[config.mk]
export PLATFORM = sky130hd
export DESIGN_NAME = cbm_ctrl
export DESIGN_NICKNAME = d
export VERILOG_FILES = /design/src/rtl/cbm_pkg.sv /design/src/rtl/cbm_ctrl.sv
export SDC_FILE = /design/constraint.sdc
export NUM_CORES = 1
export LEC_CHECK = 0
export BUFFER_PORTS_ARGS = -buffer_cell sky130_fd_sc_hd__buf_4
export CORE_UTILIZATION = 41
export CTS_CLUSTER_SIZE = 30
export DETAILED_ROUTE_END_ITERATION = 16
export GPL_ROUTABILITY_DRIVEN = 0
export GPL_TIMING_DRIVEN = 1
export PLACE_DENSITY = 0.79
export SLEW_MARGIN = 15
export SYNTH_ARGS = -nofsm -noshare
export SYNTH_HDL_FRONTEND = slang
export SYNTH_SLANG_ARGS = --single-unit
[constraint.sdc]
create_clock -name clk -period 1.8 [get_ports clk]
set_input_delay 0.27 -clock clk [delete_from_list [all_inputs] [get_ports clk]]
set_output_delay 0.27 -clock clk [all_outputs]
set_load 0.02 [all_outputs]
[src/rtl/cbm_pkg.sv]
`default_nettype none
// ----------------------------------------------------------------------------
// cbm_pkg: shared types and constants for the cartridge bank mapper
// Result kinds, configuration register indexes and the decode word.
// ----------------------------------------------------------------------------
package cbm_pkg;

  localparam int ADDR_W     = 16;
  localparam int DATA_W     = 8;
  localparam int ROM_ADDR_W = 19;
  localparam int CFG_IDX_W  = 2;
  localparam int CFG_DATA_W = 8;
  localparam int BANK_OFS_W = 13;

  localparam logic [CFG_IDX_W-1:0] REG_ROM_MASK       = 2'd0;
  localparam logic [CFG_IDX_W-1:0] REG_RAM_MASK       = 2'd1;
  localparam logic [CFG_IDX_W-1:0] REG_RAM_BANK_COUNT = 2'd2;

  localparam logic [DATA_W-1:0] OPEN_BUS_BYTE = 8'hFF;
  localparam logic [DATA_W-1:0] RAM_EN_KEY    = 8'h0A;

  typedef enum logic [1:0] {
    KIND_ROM   = 2'd0,
    KIND_RAM   = 2'd1,
    KIND_OPEN  = 2'd2,
    KIND_WRITE = 2'd3
  } kind_t;

  typedef struct packed {
    kind_t                  kind;
    logic [ROM_ADDR_W-1:0]  rom_address;
    logic                   ram_en;
    logic                   ram_we;
  } dec_t;

endpackage
`default_nettype wire

[src/rtl/cbm_ctrl.sv]
`default_nettype none
// ----------------------------------------------------------------------------
// cbm_ctrl: mapper registers and access decode
// Holds config and bank registers, decodes each bus word into a RAM access
// and a result kind, and updates the bank registers on accepted writes.
// ----------------------------------------------------------------------------
module cbm_ctrl #(
  parameter int RAM_BANK_NUM  = 4,
  parameter int ROM_SEL_BITS  = 5,
  parameter int RAM_AW        = $clog2(RAM_BANK_NUM * 8192)
) (
  input  wire logic                              clk,
  input  wire logic                              rst,
  input  wire logic                              cfg_we,
  input  wire logic [cbm_pkg::CFG_IDX_W-1:0]     cfg_index,
  input  wire logic [cbm_pkg::CFG_DATA_W-1:0]    cfg_data,
  input  wire logic                              acc,
  input  wire logic                              mode,
  input  wire logic [cbm_pkg::ADDR_W-1:0]        bus_address,
  input  wire logic [cbm_pkg::DATA_W-1:0]        write_data,
  output cbm_pkg::dec_t                          dec,
  output logic      [RAM_AW-1:0]                 ram_addr
);

  localparam logic [4:0] ROM_WIDTH_MASK = 5'((1 << ROM_SEL_BITS) - 1);
  localparam logic [2:0] BANKS_MAX      = 3'(RAM_BANK_NUM);

  logic [4:0] rom_page_mask;
  logic [1:0] ram_page_mask;
  logic [2:0] ram_bank_count;
  logic       ram_enabled;
  logic [4:0] rom_select;
  logic [1:0] ram_bank_select;
  logic       bank_mode;

  logic [2:0] count_eff;
  logic [1:0] bank_used;
  logic       ram_ok;
  logic [4:0] rom_page;
  logic [4:0] rom_select_next;

  always_ff @(posedge clk) begin
    if (rst) begin
      rom_page_mask  <= 5'd31;
      ram_page_mask  <= 2'd3;
      ram_bank_count <= 3'd1;
    end else if (cfg_we) begin
      case (cfg_index)
        cbm_pkg::REG_ROM_MASK:       rom_page_mask  <= cfg_data[4:0];
        cbm_pkg::REG_RAM_MASK:       ram_page_mask  <= cfg_data[1:0];
        cbm_pkg::REG_RAM_BANK_COUNT: ram_bank_count <= cfg_data[2:0];
        default: ;
      endcase
    end
  end

  assign rom_select_next = (write_data[4:0] != 5'd0) ? write_data[4:0] : 5'd1;

  always_ff @(posedge clk) begin
    if (rst) begin
      ram_enabled     <= 1'b0;
      rom_select      <= 5'd1;
      ram_bank_select <= 2'd0;
      bank_mode       <= 1'b0;
    end else if (acc && mode) begin
      case (bus_address) inside
        [16'h0000:16'h1FFF]:
          ram_enabled <= (write_data & cbm_pkg::RAM_EN_KEY) == cbm_pkg::RAM_EN_KEY;
        [16'h2000:16'h3FFF]: rom_select <= rom_select_next;
        [16'h4000:16'h5FFF]: ram_bank_select <= write_data[1:0] & ram_page_mask;
        [16'h6000:16'h7FFF]: bank_mode <= write_data[0];
        default: ;
      endcase
    end
  end

  assign count_eff = (ram_bank_count > BANKS_MAX) ? BANKS_MAX : ram_bank_count;
  assign bank_used = (!bank_mode || ram_bank_count == 3'd1) ? 2'd0 : ram_bank_select;
  assign ram_ok    = ram_enabled && ({1'b0, bank_used} < count_eff);
  assign rom_page  = rom_select & rom_page_mask & ROM_WIDTH_MASK;
  assign ram_addr  = RAM_AW'({bank_used, bus_address[cbm_pkg::BANK_OFS_W-1:0]});

  always_comb begin
    dec.kind        = mode ? cbm_pkg::KIND_WRITE : cbm_pkg::KIND_OPEN;
    dec.rom_address = '0;
    dec.ram_en      = 1'b0;
    dec.ram_we      = 1'b0;
    case (bus_address) inside
      [16'h0000:16'h3FFF]: begin
        if (!mode) begin
          dec.kind        = cbm_pkg::KIND_ROM;
          dec.rom_address = {5'd0, bus_address[13:0]};
        end
      end
      [16'h4000:16'h7FFF]: begin
        if (!mode) begin
          dec.kind        = cbm_pkg::KIND_ROM;
          dec.rom_address = {rom_page, bus_address[13:0]};
        end
      end
      [16'hA000:16'hBFFF]: begin
        dec.ram_en = ram_ok;
        dec.ram_we = ram_ok && mode;
        if (!mode && ram_ok) begin
          dec.kind = cbm_pkg::KIND_RAM;
        end
      end
      default: ;
    endcase
  end

endmodule
`default_nettype wire

==> metrics.md <==
| Metric | Value |
|---|---|
| Yosys warns | `0` |
| Final nets | `243` |
| PD cells | `503 mW/mm^2` |
| Post-DP HPWL | `2.37 mm` |
| Syn-to-layout area delta | `57.4%` |
| Avg Cell Area, Syn | `8.37 sq um` |
| Slew margin rel. | `64.0%` |
| Antenna Cells | `0` |
| First-pass GRT wire length | `4.29 mm` |
| Total grt overflow | `0` |
| Die width | `54.5 um` |
| Worst-Skew Late Latency | `0.30 ns` |
| # port buffers | `70` |
| #FFs+latches synth | `19` |
| Die H | `54.5 um` |
| Finish-stage setup viols | `4` |
| Gate Count Post-Synth | `135` |
| First drt pass iteration count | `5` |
| Period utilization | `115%` |
| DRC | `0` |
| Max Slew Vio Count | `0` |
| Startpoint types | `register` |
| Non-filler cells, final | `232` |
| Cell Area, Synth | `0.00113 sq mm` |
| Cts hold-fix bufs | `0` |
| Share of cells above drive strength 1 | `49.0%` |
| Longest Clk Path Bufs | `2` |
| Syn nets | `175` |
| Rows | `18` |
| GRT Overall Usage | `20.4%` |
| Starting density of the core | `44.4%` |
| CTS buffer count | `3` |
| TritonCTS clock tree | `done` |
| DRT iter0 DRCs | `9` |
| Reg clk slew, reported paths | `0.10 ns` |
| Vias in the first global route | `996` |
| Die area | `0.00297 sq mm` |
| Slew @ Worst Pin | `0.537 ns` |
| R2r setup slk | `0.90 ns` |
| Final Worst Setup Slack | `-0.275 ns` |
| Worst path arrival time | `1.81 ns` |
| Post-route minimum period | `2.08 ns` |
| Placed insts | `226` |
| Final hold violation count | `0` |
| Failing checks | `negative setup slack` |
| Final ANT Viol Nets | `0` |
| Total power | `0.895 mW` |
| P_leak | `0.841 nW` |
| Worst-path fanout max | `2` |
| Routed WL per cell | `12.4 um` |
| Critical Path RT | `1.53 ns` |
| Worst Clk Skew | `0.000339 ns` |
| Most frequent cells in the layout | `buf_4, nand2_1, dfxtp_1, mux2i_1, and2_1` |
| Largest net degree at the start of global routing | `15` |
| Via-per-instance ratio | `4.96` |
| Cell variety after synth | `32` |
| Status | `finished with violations` |
| HP Class | `input pin to register` |
| H-tree levels | `1` |
| Clock Sinks | `19` |
| Io pins | `77` |
| RSZ-0062 raised after global routing | `yes` |
| Peak VDD IR | `0.641 mV` |
| Max frequency | `482 MHz` |
| Crit path kind | `register to primary output` |
| Critical Path End Type | `primary output` |
| Seq/Total Area, Yosys | `33.7%` |
| Drt total wl | `2.88 mm` |
| DR vias | `1150` |
| Initial antenna violation count | `0` |
| Commonest non-fill, non-tap cell in the layout | `buf_4` |
| CTS root buf | `clkbuf_4` |
| Max Cap Viol | `0` |
| Core ar. | `0.00254 sq mm` |
## stage by stage
stage / utilization [%] / setup TNS (ns) / hold WS (ns) / area (sq um) / setup slack, ns
floorplan: - / -0.0301 / 0.371 / 1180 / -0.0301
global placement: 66.2 / -0.0663 / 0.445 / 1680 / -0.0422
detailed placement: 66.2 / -0.228 / 0.452 / 1680 / -0.0862
CTS: 69.4 / -1.17 / 0.173 / 1770 / -0.318
global route: 69.9 / -1.33 / 0.168 / 1780 / -0.347
finish: 69.9 / -1.00 / 0.182 / 1780 / -0.275
## flip-flops by register name (all words and copies together), names as in the netlist
name	cells
bank_mode	1
ram_bank_count	3
ram_bank_select	2
ram_enabled	1
ram_page_mask	2
rom_page_mask	5
rom_select	5
## cell usage after synthesis, drive strengths merged
cell	instances	area share, %
clkbuf	1	0.33
o21ai	2	0.89
o211ai	1	0.66
o41ai	2	1.6
buf	15	9.5
nor3b	2	1.8
clkinv	1	0.33
dfxtp	19	34
nor4	1	0.55
or2	1	0.55
a21oi	3	1.3
nor2	8	2.7
nor3	2	1.9
a311o	1	0.89
or3	2	1.1
o21bai	2	1.3
inv	6	2.0
nand2b	2	1.8
nand2	19	6.3
ha	1	1.1
and3	5	2.8
nand3b	4	2.7
and2	14	7.8
mux2i	15	13
a31oi	1	0.55
nand3	3	1.3
o311ai	1	0.78
o31ai	1	0.66
## worst paths after layout
| kind | endpoint | start | cells past startpoint |
|---|---|---|---|
| setup / recovery | dec[22] | ram_bank_count[1]$_SDFFE_PP0P_ | 7 |
| hold / removal | rom_page_mask[3]$_SDFFE_PP1P_ | cfg_data[3] | 3 |
| setup reg to reg | ram_bank_select[0]$_SDFFE_PP0P_ | ram_page_mask[0]$_SDFFE_PP1P_ | 3 |
| hold reg to reg | rom_select[4]$_SDFFE_PP0P_ | rom_select[4]$_SDFFE_PP0P_ | 2 |
## power by group
part           switching (mW)  internal, mW
logic                   0.121         0.125
clock network           0.126        0.0864
registers             0.00586         0.431
## logic make-up (layout without fill, tap and decap cells)
group,after synthesis,count (layout),share of synthesized area (%)
simple gates,63,63,31.1
buf+inv,23,90,12.2
flops,19,19,33.7
mux,15,15,13.3
compound gates,14,14,8.64
fa+ha+maj,1,1,1.11
## cell type report
class	instances	area, sq um
Inverter	7	26.3
Sequential cell	19	384
Timing Repair Buffer	79	612
Clock buffer	4	26.3
Multi-Input combinational cell	93	692
Fill cell	209	767
Tap cell	30	37.5
## worst max-delay path, stage by stage, from the launching register on
cell and delay [ns]:
dfxtp_2 0.35, o31ai_4 0.29, nor2_4 0.06, ha_4 0.28
o21bai_4 0.07, a311o_1 0.28, nand2_2 0.06, buf_6 0.11
## what timing repair did
action,CTS,global route
setup buffers,1,1
gates resized for setup,8,2
gates cloned,0,0
pin swaps,6,2
endpoints found under the setup margin,4,4
## layer usage
metal  vias up  GRT usage (%)  share of wire [%]
li1        584              -                  -
met1       529           22.6                 40
met2        35           38.6                 55
met3         2           5.56                5.2
met4         0           3.85               0.28
met5         -              0                  0
Power figures use the tool's default switching activity.
